==> config.mk <==
export PLATFORM = sky130hd
export DESIGN_NAME = vna_queue
export DESIGN_NICKNAME = d
export VERILOG_FILES = /design/src/vna_pkg.sv /design/src/vna_queue.sv
export SDC_FILE = /design/constraint.sdc
export NUM_CORES = 1
export LEC_CHECK = 0
export ABC_AREA = 0
export BUFFER_PORTS_ARGS = -buffer_cell sky130_fd_sc_hd__buf_2
export CORE_ASPECT_RATIO = 0.9
export CORE_UTILIZATION = 51
export DETAILED_ROUTE_END_ITERATION = 10
export GPL_ROUTABILITY_DRIVEN = 0
export PLACE_DENSITY = 0.74
export SYNTH_ARGS = -nofsm -noshare
export SYNTH_HDL_FRONTEND = slang
export SYNTH_SLANG_ARGS = --single-unit
==> constraint.sdc <==
create_clock -name clk_i -period 3.36 [get_ports clk_i]
set_clock_uncertainty 0.05 [all_clocks]
set_input_delay 0.168 -clock clk_i [delete_from_list [all_inputs] [get_ports clk_i]]
set_output_delay 0.168 -clock clk_i [all_outputs]
set_load 0.05 [all_outputs]
==> src/vna_pkg.sv <==
// shared types and codes for the vertex normal accumulator
package vna_pkg;

  localparam int SumBits = 48;

  localparam logic [1:0] KIND_LOAD = 2'd0;
  localparam logic [1:0] KIND_TRI  = 2'd1;
  localparam logic [1:0] KIND_READ = 2'd2;

  typedef struct packed {
    logic        [1:0]  kind;
    logic        [11:0] index_a;
    logic        [11:0] index_b;
    logic        [11:0] index_c;
    logic signed [15:0] coord_x;
    logic signed [15:0] coord_y;
    logic signed [15:0] coord_z;
  } in_item_t;

  typedef struct packed {
    logic signed [SumBits-1:0] sum_x;
    logic signed [SumBits-1:0] sum_y;
    logic signed [SumBits-1:0] sum_z;
    logic                      clipped;
  } result_t;

  typedef enum logic [1:0] {
    OP_LOAD,
    OP_TRI,
    OP_READ,
    OP_ZERO
  } op_e;

  typedef struct packed {
    op_e      op;
    in_item_t item;
  } cmd_t;

  typedef struct packed {
    logic full;
    logic empty;
  } q_status_t;

  typedef enum logic [3:0] {
    ST_CLEAR,
    ST_IDLE,
    ST_DISPATCH,
    ST_POS_RD,
    ST_POS_CAP,
    ST_DIFF,
    ST_MUL,
    ST_SUB,
    ST_ACC_RD,
    ST_ACC_WR,
    ST_RD_ISSUE,
    ST_RD_OUT
  } back_state_e;

endpackage

==> src/vna_queue.sv <==
// four-entry command queue between front and back
module vna_queue import vna_pkg::*; (
  input  logic      clk_i,
  input  logic      rst_ni,
  input  logic      push_i,
  input  cmd_t      cmd_i,
  input  logic      pop_i,
  output cmd_t      cmd_o,
  output q_status_t status_o
);

  cmd_t       slot_q [4];
  logic [1:0] wr_ptr_q, rd_ptr_q;
  logic [2:0] cnt_q;
  logic       do_push, do_pop;

  assign status_o.full  = (cnt_q == 3'd4);
  assign status_o.empty = (cnt_q == 3'd0);
  assign do_push = push_i & ~status_o.full;
  assign do_pop  = pop_i & ~status_o.empty;
  assign cmd_o   = slot_q[rd_ptr_q];

  always_ff @(posedge clk_i or negedge rst_ni) begin
    if (!rst_ni) begin
      wr_ptr_q <= '0;
      rd_ptr_q <= '0;
      cnt_q    <= '0;
    end else begin
      if (do_push) wr_ptr_q <= wr_ptr_q + 2'd1;
      if (do_pop)  rd_ptr_q <= rd_ptr_q + 2'd1;
      cnt_q <= cnt_q + 3'(do_push) - 3'(do_pop);
    end
  end

  always_ff @(posedge clk_i) begin
    if (do_push) slot_q[wr_ptr_q] <= cmd_i;
  end

endmodule

* Yosys cells after proc, flatten, opt, wreduce, memory -nomap -nowiden *
Memories as Yosys holds them, arrays and structs flattened.
Cells that the tools add are included.
W data, S select, Z words.

cells by class
  add/subtract/negate cells = 4
  $mul = 0
  divide/modulo/power cells = 0
  $lt $le $gt $ge = 0
  equality and inequality tests = 1
  shift operators = 0
  muxes and demuxes = 2
  bitwise logic cells = 4
  reduce and logical (&&, ||, !) cells = 1

operator list
  operator               count
  $add A2 B1 Y2 const B  2
  $add A3 B1 Y3          1
  $eq A3 B3 Y1 const B   1
  $logic_not A3 Y1       1
  $sub A3 B1 Y3          1
  $and A1 B1 Y1          2
  $mux W1                2
  $not A1 Y1             2

word-level totals
  bits in registers = 7
  bits in latches = 0
  bits in writable memories = 352
  bits in read-only memories = 0
  input bits = 92
  output and inout bits = 90
  word-level logic and storage cells = 16
  memories = 1

memory list
  memory  words  width  read ports  clocked after memory_dff  write ports  RTL line         source
  slot_q  4      88     1           0                         1            vna_queue.sv:12  cmd_t slot_q [4];

* Longest topological paths before layout *
Gate-level depths: netlist of the first run.

  depth in word-level cells = 5
  depth in mapped cells = 8
  depth with buffers taken out = 8

* Worst setup path after synthesis of the first run *
Ideal clock, no wire load.

  path kind = reg-to-reg
  start point = register cnt_q[2]
  end point = memory slot_q[0][0] (netlist name), enable pin
  setup time = 0.457 ns
  data arrival time = 2.911 ns
  required time = 2.853 ns
  path slack = -0.058 ns
  cell stages (with the launch flop) = 3
  buffers on the path = 0
  period minus slack after synthesis = 3.418 ns
  path through = dfrtp_1 > nor3b_2 > and3b_1

RTL lines
  item                    RTL line         source
  start, declared         vna_queue.sv:14  logic [2:0] cnt_q;
  start signal, assigned  vna_queue.sv:31  cnt_q <= cnt_q + 3'(do_push) - 3'(do_pop);
  end, declared           vna_queue.sv:12

==> impl_results.md, run 1 <==
* Vias at 6309
* Synthesized flop and latch total at 359
* First-pass DRT Iterations at 5
* Vias in the first global route at 6954
* Area contributors post-synth: edfxtp_1 (80%), mux4_2 (15%), buf_12 (1.4%)
* Final Max Slew Viols at 0
* EDFF count, synth at 352
* Seq/Total Area, Yosys at 81.0%
* WP data arrival at 2530 ps
* Post-detailed-route DRC marker count at 0
* Total core area at 25300 um^2
* Worst-Margin Slew at 696 ps
* Crit Path Class: register to output port
* F_max at 0.363 GHz
* Ports at 182
* Fin nets at 906
* Fin. Hold Viols at 0
* Maxcap violations at 0
* Initial antenna violation count at 2
* Post-CTS Resized at 0
* Antenna Nets Post-Route at 0
* Outcome: finished clean
* CTS tree: built
* Vias/cell at 5.37
* RSZ-0062 raised after global routing: no
* Delay-heaviest family, CP: flip-flops
* Hold WC Path Type: input pin to register
* Port bufs at 181
* Fin crit period at 2750 ps
* Final Cycle Share at 81.9%
* H-tree Lvls at 2
* Post-synthesis net count at 600
* Pwr/cell area at 974 nW/um^2
* Critical path's slowest cell: dfrtp_4
* Crit start category: register
* Synth warn at 0
* Synth area leader: edfxtp_1
* Wire per inst at 21.8 um
* Worst Path Buf+Inv at 2
* Asr flop ratio synth at 1.95%
* Initial Util at 52.4%
* Clock Latency Late Sink at 500 ps
* TritonCTS buffer count at 35
* Global-route wire length before repair at 39100 um
* Area growth syn-to-layout at 24.8%
* Gr usage total at 19.8%
* Num rows at 55
* Peak VDD IR at 650 uV
* Die W at 172 um
* Die area at 26600 um^2
* Final setup TNS at 0 ps
* Synth cell count leaders: edfxtp_1 (352), mux4_2 (88), buf_12 (9), buf_2 (9), dfrtp_1 (7)
* Crit path largest cell delay at 860 ps
* Synth Cell Area at 13300 um^2
* Post-synthesis cell count at 501
* Critical-path maximum fanout at 31
* Clock slew at reported path FFs at 60 ps
* Leakage power total at 5.72 nW
* Dpl hpwl at 15900 um
* Total gr overflow at 0
* Critical Path End Type: output port
* Worst rel slew slack at 53.6%
* Final core occ at 65.4%
* CP required at 3140 ps
* Share of the synthesized area in the top cell type at 79.7%
* Share of layout cells above drive strength 1 at 40.5%
* Distinct cells, synth at 20
* Final-report setup violation count at 0
* Cell Chain, Critical Path: buf_4, mux4_2, buf_2
* Mapped Avg Cell Area at 26.5 um^2
* Maximum clock path buffer count at 3
* Primary FF master, synth: edfxtp_1
* Die height at 155 um
* Clk root buf: clkbuf_16
* Largest net degree at the start of global routing at 69
* Wirelength, routed at 25600 um
* Clock sink total at 359
* Initial DRC Count at 489
* Fill cell count at 1682
* Count leader, synth: edfxtp_1
## through the flow
stage	instances	total power [W]	cell area, um^2	worst slack, ps	hold WS, ps
after global placement	1020	0.0125	14600	1090	-39.1
after floorplan	501	0.0112	13300	750	-178
final	1175	0.0161	16600	609	359
after detailed placement	1020	0.0126	14600	958	-36.2
after global routing	1175	0.0168	16600	432	344
after CTS	1174	0.0163	16500	517	332
## worst paths after layout
check / startpoint / endpoint / slack [ps] / depth (start not counted)
worst max-delay path: rd_ptr_q[0] / cmd_o[63] / 610 / 3
worst min-delay path: cmd_i[17] / slot_q[2][17] / 360 / 2
worst max register to register: cnt_q[2] / cnt_q[2] / 970 / 8
worst min register to register: wr_ptr_q[1] / wr_ptr_q[1] / 570 / 2
max in group asynchronous: rst_ni / rd_ptr_q[0] / 2360 / 3
min in group asynchronous: rst_ni / wr_ptr_q[0] / 610 / 3
## timing repair
| item | CTS | global route |
|---|---|---|
| endpoints found under the hold margin | 363 | 0 |
| setup buffers | 0 | 0 |
| hold buffers | 92 | 0 |
## area by class of cell
type	instances	area (um^2)	area share (%)
antenna	1	2.50	0.0151
timing repair buffer	289	2030	12.3
inverter	6	22.5	0.136
tap	342	428	2.59
sequential	359	10800	65.0
clock buffer	43	927	5.60
multi-input combinational	116	2260	13.7
clock inverter	19	123	0.741
## per-layer routing
layer / vias up / part of all wire [%] / wire, um / GRT usage (%)
met5: - / 0.039 / 10 / 0
met4: 2 / 1.9 / 491 / 6.03
met3: 39 / 7.8 / 1990 / 5.34
met2: 230 / 49 / 12500 / 31.8
met1: 3265 / 41 / 10500 / 26.8
li1: 2773 / - / - / -
## sequential cells by signal, summed over array words and instances, names as in the netlist
register and cells:
wr_ptr_q 2, rd_ptr_q 2, slot_q 352, cnt_q 3
## power breakdown
part	switching, W	internal [W]	leakage [nW]	total, W
Combinational	0.00429	0.00196	1.90	0.00625
Sequential	0.000395	0.00590	3.30	0.00629
Clock	0.00153	0.00204	0.517	0.00357
Total	0.00622	0.00990	5.72	0.0161
## logic make-up (layout without fill, tap and decap cells)
family / Yosys count / after routing / synth area share, %
other: 0 / 1 / 0
AO/OA/AOI/OAI: 4 / 4 / 0.236
AND/OR/NAND/NOR: 13 / 13 / 0.783
adder cells (fa/ha/maj): 7 / 7 / 0.717
flip-flops: 359 / 359 / 81.0
multiplexers: 88 / 88 / 14.9
buffers and inverters: 26 / 357 / 2.01
XOR/XNOR: 4 / 4 / 0.264
## layout by cell type, fill, tap and decap left out, types with 2 or more instances in the layout
master / netlist / final
edfxtp_1: 352 / 352
buf_2: 9 / 181
dlygate4sd3_1: 0 / 92
mux4_2: 88 / 88
clkbuf_16: 0 / 36
clkinv_1: 0 / 10
buf_4: 1 / 9
clkbuf_1: 0 / 7
buf_12: 9 / 7
inv_1: 6 / 6
ha_1: 6 / 6
clkinv_2: 0 / 6
dfrtp_1: 7 / 5
nand2b_1: 4 / 4
xnor2_1: 4 / 4
and3b_4: 0 / 4
nand4bb_1: 2 / 2
o211ai_1: 2 / 2
dfrtp_4: 0 / 2
## worst register-to-register path: cells and delay by family, from the launching register on
family | cells | cell delay [ps]
flops | 1 | 450
xor+xnor | 2 | 350
fa+ha+maj | 3 | 710
buf+inv | 1 | 40
simple gates | 2 | 700
No activity file was read; power rests on OpenSTA's default activity.
==> inputs of run 2 (changes only) <==
--- a/config.mk
+++ b/config.mk
@@ -5,13 +5,13 @@
 export SDC_FILE = /design/constraint.sdc
 export NUM_CORES = 1
 export LEC_CHECK = 0
-export ABC_AREA = 0
+export ABC_AREA = 1
 export BUFFER_PORTS_ARGS = -buffer_cell sky130_fd_sc_hd__buf_2
 export CORE_ASPECT_RATIO = 0.9
-export CORE_UTILIZATION = 51
+export CORE_UTILIZATION = 55
 export DETAILED_ROUTE_END_ITERATION = 10
 export GPL_ROUTABILITY_DRIVEN = 0
-export PLACE_DENSITY = 0.74
+export PLACE_DENSITY = 0.75
 export SYNTH_ARGS = -nofsm -noshare
 export SYNTH_HDL_FRONTEND = slang
 export SYNTH_SLANG_ARGS = --single-unit
==> constraint.sdc (replaced) <==
create_clock -name clk_i -period 2.8 [get_ports clk_i]
set_clock_uncertainty 0.05 [all_clocks]
set_input_delay 0.14 -clock clk_i [delete_from_list [all_inputs] [get_ports clk_i]]
set_output_delay 0.14 -clock clk_i [all_outputs]
set_load 0.05 [all_outputs]
==> run 2 against run 1 <==
Effect of this change: sequential power is 16% higher; die area shrank 0.47%; global-route usage rose by 1.4 points; utilization up 4.5 points; largest power group is now combinational cells.
==> impl_results.md, run 2 <==
* Outcome: finished clean
* Vias/cell at 5.04
* Wire per inst at 15.5 um
* Primary FF master, synth: edfxtp_1
* Most flops, register: slot_q
* Dpl ws at 508 ps
* Peak VDD IR at 1260 uV
* Post-detailed-route DRC marker count at 0
* Initial antenna violation count at 3
* Wirelength, routed at 28200 um
* Antenna Nets Post-Route at 0
* Initial Util at 56.3%
* Tot Pwr at 0.0211 W
* RSZ-0062 raised after global routing: no
* Clock slew at reported path FFs at 60 ps
* WP data arrival at 2320 ps
* Fin crit period at 2510 ps
* Final Cycle Share at 89.5%
* H-tree Lvls at 2
* Gr usage total at 21.2%
* F_max at 0.399 GHz
* Worst rel slew slack at 53.6%
* Inst Count DP at 1657
* Total core area at 25300 um^2
* Worst-Margin Slew at 695 ps
* Num rows at 55
* Most common cell after layout, fill and taps aside: edfxtp_1
* Area contributors post-synth: edfxtp_1 (74%), nand2_1 (7.5%), o21ai_0 (5.1%)
* CP required at 2610 ps
* Pwr/cell area at 1200 nW/um^2
* Fin. Hold Viols at 0
* Min-delay src: cmd_i[27]
* First-pass DRT Iterations at 7
* Initial DRC Count at 687
* Fin nets at 1546
* Largest net degree at the start of global routing at 164
* Die height at 155 um
* Crit Path Class: register to output port
* Final-report setup violation count at 0
* Synth cell count leaders: edfxtp_1 (352), nand2_1 (283), nor2_1 (181), o21ai_0 (146), inv_1 (102)
* Post-synthesis net count at 1271
* Die W at 172 um
* Post-CTS Resized at 0
* Regs by FF count: slot_q x352, cnt_q x3
* Die area at 26500 um^2
* Asr flop ratio synth at 1.95%
* Dpl hpwl at 15300 um
* Setup ws final at 294 ps
* Area growth syn-to-layout at 23.9%
* Hold slack at 320 ps
* EDFF count, synth at 352
* Clock sink total at 359
* Final Max Slew Viols at 0
* Count leader, synth: edfxtp_1
* Critical Path End Type: output port
* R2r setup slk at 460 ps
* Synth Cell Area at 14200 um^2
* Commonest cells after routing, fill and taps aside: edfxtp_1 (352), nand2_1 (283), buf_2 (181)
* Clk root buf: clkbuf_16
* Critical-path maximum fanout at 163
* Hold WC Path Type: input pin to register
* R2r startpoint: cnt_q[1]
* Total gr overflow at 0
* Maximum clock path buffer count at 3
* Ports at 182
* Maxcap violations at 0
* Seq/Total Area, Yosys at 75.5%
* Distinct cells, synth at 19
* Port bufs at 181
* Layout Cells excl Fill at 1817
* Max reg flops at 352
* Worst Setup SP: rd_ptr_q[0]
* Synthesized flop and latch total at 359
* Vias at 9158
* Clock Latency Late Sink at 510 ps
* Vias in the first global route at 8755
* Global-route wire length before repair at 43400 um
* Leakage power total at 7.11 nW
* TritonCTS buffer count at 38
* Synth warn at 0
* Fill cell count at 1690
* Crit start category: register
* CTS tree: built
* Mapped Avg Cell Area at 12.1 um^2
* Final setup TNS at 0 ps
* Share of layout cells above drive strength 1 at 17.4%
* Post-synthesis cell count at 1172
* Share of the synthesized area in the top cell type at 74.3%
* Synth area leader: edfxtp_1
-- run 2: changes by cell type in the layout (fill, tap and decap cells not counted), sizes merged, moves of 4 or more --
cell / change
and3b: -4
clkbuf: +12
clkinv: -12
inv: +97
mux4: -88
nand2: +282
nand2b: -4
nand3: +4
nor2: +181
o21ai: +176
xnor2: -4
-- run 2: timing repair --
| action | 4_1_cts | 5_1_grt |
|---|---|---|
| hold endpoints to repair | 363 | 0 |
| hold buffers | 92 | 0 |
| buffers inserted | 0 | 0 |
-- run 2: final cells by class --
type / instances / area [um^2] / area share, %
diodes: 4 / 10.0 / 0.0568
clock buffers: 55 / 1100 / 6.23
clock inverters: 9 / 96.3 / 0.546
inverters: 104 / 395 / 2.24
multi-input cells: 652 / 2780 / 15.7
flip-flops and latches: 359 / 10700 / 61.0
well taps: 342 / 428 / 2.43
repair buffers: 292 / 2080 / 11.8
-- run 2: cells by family (layout without fill, tap and decap cells) --
logic type / after synthesis / in the layout / share of synthesized area, %
DFF: 359 / 359 / 75.5
adders and majority gates: 7 / 7 / 0.668
buffers and inverters: 161 / 460 / 5.20
and+or+nand+nor: 469 / 469 / 12.4
AOI/OAI and AO/OA: 176 / 176 / 6.19
other: 0 / 4 / 0
-- run 2: metrics by stage --
| stage | instance area (um^2) | utilization (%) |
|---|---|---|
| after floorplan | 14200 | - |
| after global placement | 15500 | 61.4 |
| after detailed placement | 15500 | 61.4 |
| after CTS | 17600 | 69.8 |
| after global routing | 17600 | 69.8 |
| final | 17600 | 69.8 |
-- run 2: where the power goes --
group	switching [W]	total, W	internal, W	leakage (nW)
clock	0.00187	0.00476	0.00289	0.575
sequential	0.000238	0.00730	0.00706	3.31
combinational	0.00702	0.00907	0.00205	3.23
total	0.00913	0.0211	0.0120	7.11
-- run 2: routing by layer --
layer,part of all wire [%],up-vias,global-route usage (%)
met5,0,-,0
met4,2.1,0,7.10
met3,6.5,52,4.38
met2,49,300,36.5
met1,42,4316,26.7
li1,-,4490,-
-- run 2: worst paths after layout --
path                                 endpoint  cells past startpoint
worst min-delay path            slot_q[3][27]                      2
min in group asynchronous            cnt_q[2]                      3
worst max register to register       cnt_q[2]                      9
worst min register to register       cnt_q[0]                      1
worst max-delay path                cmd_o[58]                      6
max in group asynchronous         rd_ptr_q[0]                      3
-- run 2: worst max-delay path: stages (launching register included) --
cell     delay (ps)
dfrtp_4         450
buf_12          460
nor2_1          110
nor2_1          110
o21ai_0         110
nand2_1         140
buf_2           280
==> inputs of run 3 (changes only) <==
--- a/config.mk
+++ b/config.mk
@@ -6,12 +6,14 @@
 export NUM_CORES = 1
 export LEC_CHECK = 0
 export ABC_AREA = 1
-export BUFFER_PORTS_ARGS = -buffer_cell sky130_fd_sc_hd__buf_2
+export BUFFER_PORTS_ARGS = -buffer_cell sky130_fd_sc_hd__clkbuf_2
+export CELL_PAD_IN_SITES_DETAIL_PLACEMENT = 1
+export CELL_PAD_IN_SITES_GLOBAL_PLACEMENT = 1
 export CORE_ASPECT_RATIO = 0.9
-export CORE_UTILIZATION = 55
+export CORE_UTILIZATION = 46
 export DETAILED_ROUTE_END_ITERATION = 10
 export GPL_ROUTABILITY_DRIVEN = 0
-export PLACE_DENSITY = 0.75
+export PLACE_DENSITY = 0.78
 export SYNTH_ARGS = -nofsm -noshare
 export SYNTH_HDL_FRONTEND = slang
 export SYNTH_SLANG_ARGS = --single-unit
==> run 3 against run 2 <==
Effect of this change: utilization is 11 points lower; register-to-register slack better by 170 ps; critical path type unchanged; first-iteration DRC count decreased by 30%; worst setup slack better by 2.9 ps; total power rose by 1.4%; global-route usage rose by 0.57 points.
==> impl_results.md, run 3 (same netlist as run 2, synthesis figures left out) <==
* Outcome: finished clean
* Clock slew at reported path FFs at 60 ps
* First-pass DRT Iterations at 4
* Post-CTS setup buffer count at 0
* DP Area at 15600 um^2
* Fin. Hold Viols at 0
* Gr usage total at 21.8%
* Port bufs at 181
* Initial DRC Count at 484
* H-tree Lvls at 2
* Max reg flops at 352
* CTS tree: built
* Total gr overflow at 0
* Largest net degree at the start of global routing at 142
* Initial antenna violation count at 3
* Crit path largest cell delay at 450 ps
* Leakage power total at 7.14 nW
* Cell depth of the worst setup path at 6
* Critical-path maximum fanout at 69
* Hold Crit Depth at 2
* Post-detailed-route DRC marker count at 0
* Most flops, register: slot_q
* Die height at 169 um
* Peak VDD IR at 746 uV
* Worst Path Buf+Inv at 3
* Wirelength, routed at 34200 um
* Fin nets at 1545
* Area growth syn-to-layout at 24.3%
* Crit start category: register
* Post-CTS Resized at 0
* Worst rel slew slack at 60.5%
* TritonCTS buffer count at 38
* Cell Chain, Critical Path: inv_6, buf_4, nor2_1, o21ai_0, nand2_1, clkbuf_2
* Clock Latency Late Sink at 520 ps
* Reg2reg path depth at 10
* R2r setup slk at 630 ps
* Global-route wire length before repair at 53600 um
* Hold WC Path Type: input pin to register
* Clock sink total at 359
* Final Max Slew Viols at 0
* Ports at 182
* Design area at 17700 um^2
* CP required at 2610 ps
* Dpl hpwl at 19200 um
* Delay-heaviest family, CP: buffers and inverters
* Most common cell after layout, fill and taps aside: edfxtp_1
* Total core area at 30200 um^2
* Final Cycle Share at 89.4%
* Final core occ at 58.6%
* Vias in the first global route at 10200
* Antenna Nets Post-Route at 0
* Initial Util at 47.2%
* Clk root buf: clkbuf_16
* Share of layout cells above drive strength 1 at 17.4%
* RSZ-0062 raised after global routing: no
* Pwr/cell area at 1210 nW/um^2
* Critical Path End Type: output port
* Die W at 187 um
* Fill cell count at 3162
* WP data arrival at 2310 ps
* Maxcap violations at 0
* Die area at 31600 um^2
* Critical path's slowest cell: inv_6
* Num rows at 60
* Maximum clock path buffer count at 3
* Vias at 9415
* Vias/cell at 5.02
* Regs by FF count: slot_q x352, cnt_q x3
* Worst-Margin Slew at 593 ps
* Commonest cells after routing, fill and taps aside: edfxtp_1 (352), nand2_1 (283), clkbuf_2 (181)
* Wire per inst at 18.2 um
* Final-report setup violation count at 0
* Fin crit period at 2500 ps
* F_max at 0.399 GHz
* Crit Path Class: register to output port
[run 3: changes by cell type in the layout (fill, tap and decap cells not counted), moves of 2 or more]
| cell | previous run | this run |
|---|---|---|
| clkbuf_8 | 2 | 0 |
| buf_2 | 181 | 0 |
| clkinv_2 | 2 | 8 |
| clkinvlp_4 | 2 | 0 |
| clkbuf_2 | 0 | 181 |
| clkbuf_1 | 12 | 10 |
| clkinv_1 | 3 | 6 |
| diode_2 | 4 | 1 |
[run 3: worst paths after layout]
path                                  to        start
max                            cmd_o[70]  rd_ptr_q[1]
min                        slot_q[0][16]    cmd_i[16]
max reg2reg                     cnt_q[2]     cnt_q[1]
min reg2reg                     cnt_q[0]     cnt_q[0]
max in group asynchronous    rd_ptr_q[0]       rst_ni
min in group asynchronous       cnt_q[0]       rst_ni
[run 3: worst register-to-register path, cell delays in order, from the launching register on]
cell	delay [ps]
dfrtp_1	400
nor2_1	150
nand2_1	160
nand2_1	140
inv_1	60
ha_1	260
inv_1	40
ha_1	200
fa_1	410
nand3b_1	160
nand2_1	70
[run 3: timing repair]
item	in CTS	in global routing
setup endpoints to repair	0	0
hold buffers	92	0
hold endpoints to repair	363	0
[run 3: power by group]
group          total, W  switching [W]  internal [W]
Combinational   0.00927        0.00727       0.00200
Clock           0.00482        0.00197       0.00284
Sequential      0.00734       0.000274       0.00706
Total            0.0214        0.00952        0.0119
[run 3: layout make-up]
cell class	count	area (um^2)	area share, %
antenna	1	2.50	0.0141
clock buffer	51	1060	6.01
clock inverter	16	123	0.693
inverter	104	395	2.24
multi-input combinational	652	2780	15.7
sequential	359	10700	60.8
tap	403	504	2.85
timing repair buffer	291	2070	11.7
[run 3: through the flow]
step	setup TNS, ps	instances	total power [W]	worst slack (ps)	hold WS [ps]
finish	0	1877	0.0214	297	329
global route	0	1877	0.0225	148	321
CTS	0	1876	0.0216	287	305
detailed placement	0	1717	0.0166	653	-57.1
global placement	0	1717	0.0163	777	-60.5
floorplan	-238220	1172	0.0143	-677	-206
[run 3: metal layers]
metal  vias up  wire length [um]  track usage [%]
met3        68              1490             4.11
met5         -                27                0
met1      4632             14500             27.0
li1       4498                 -                -
met4         4               939             8.17
met2       213             17300             38.1
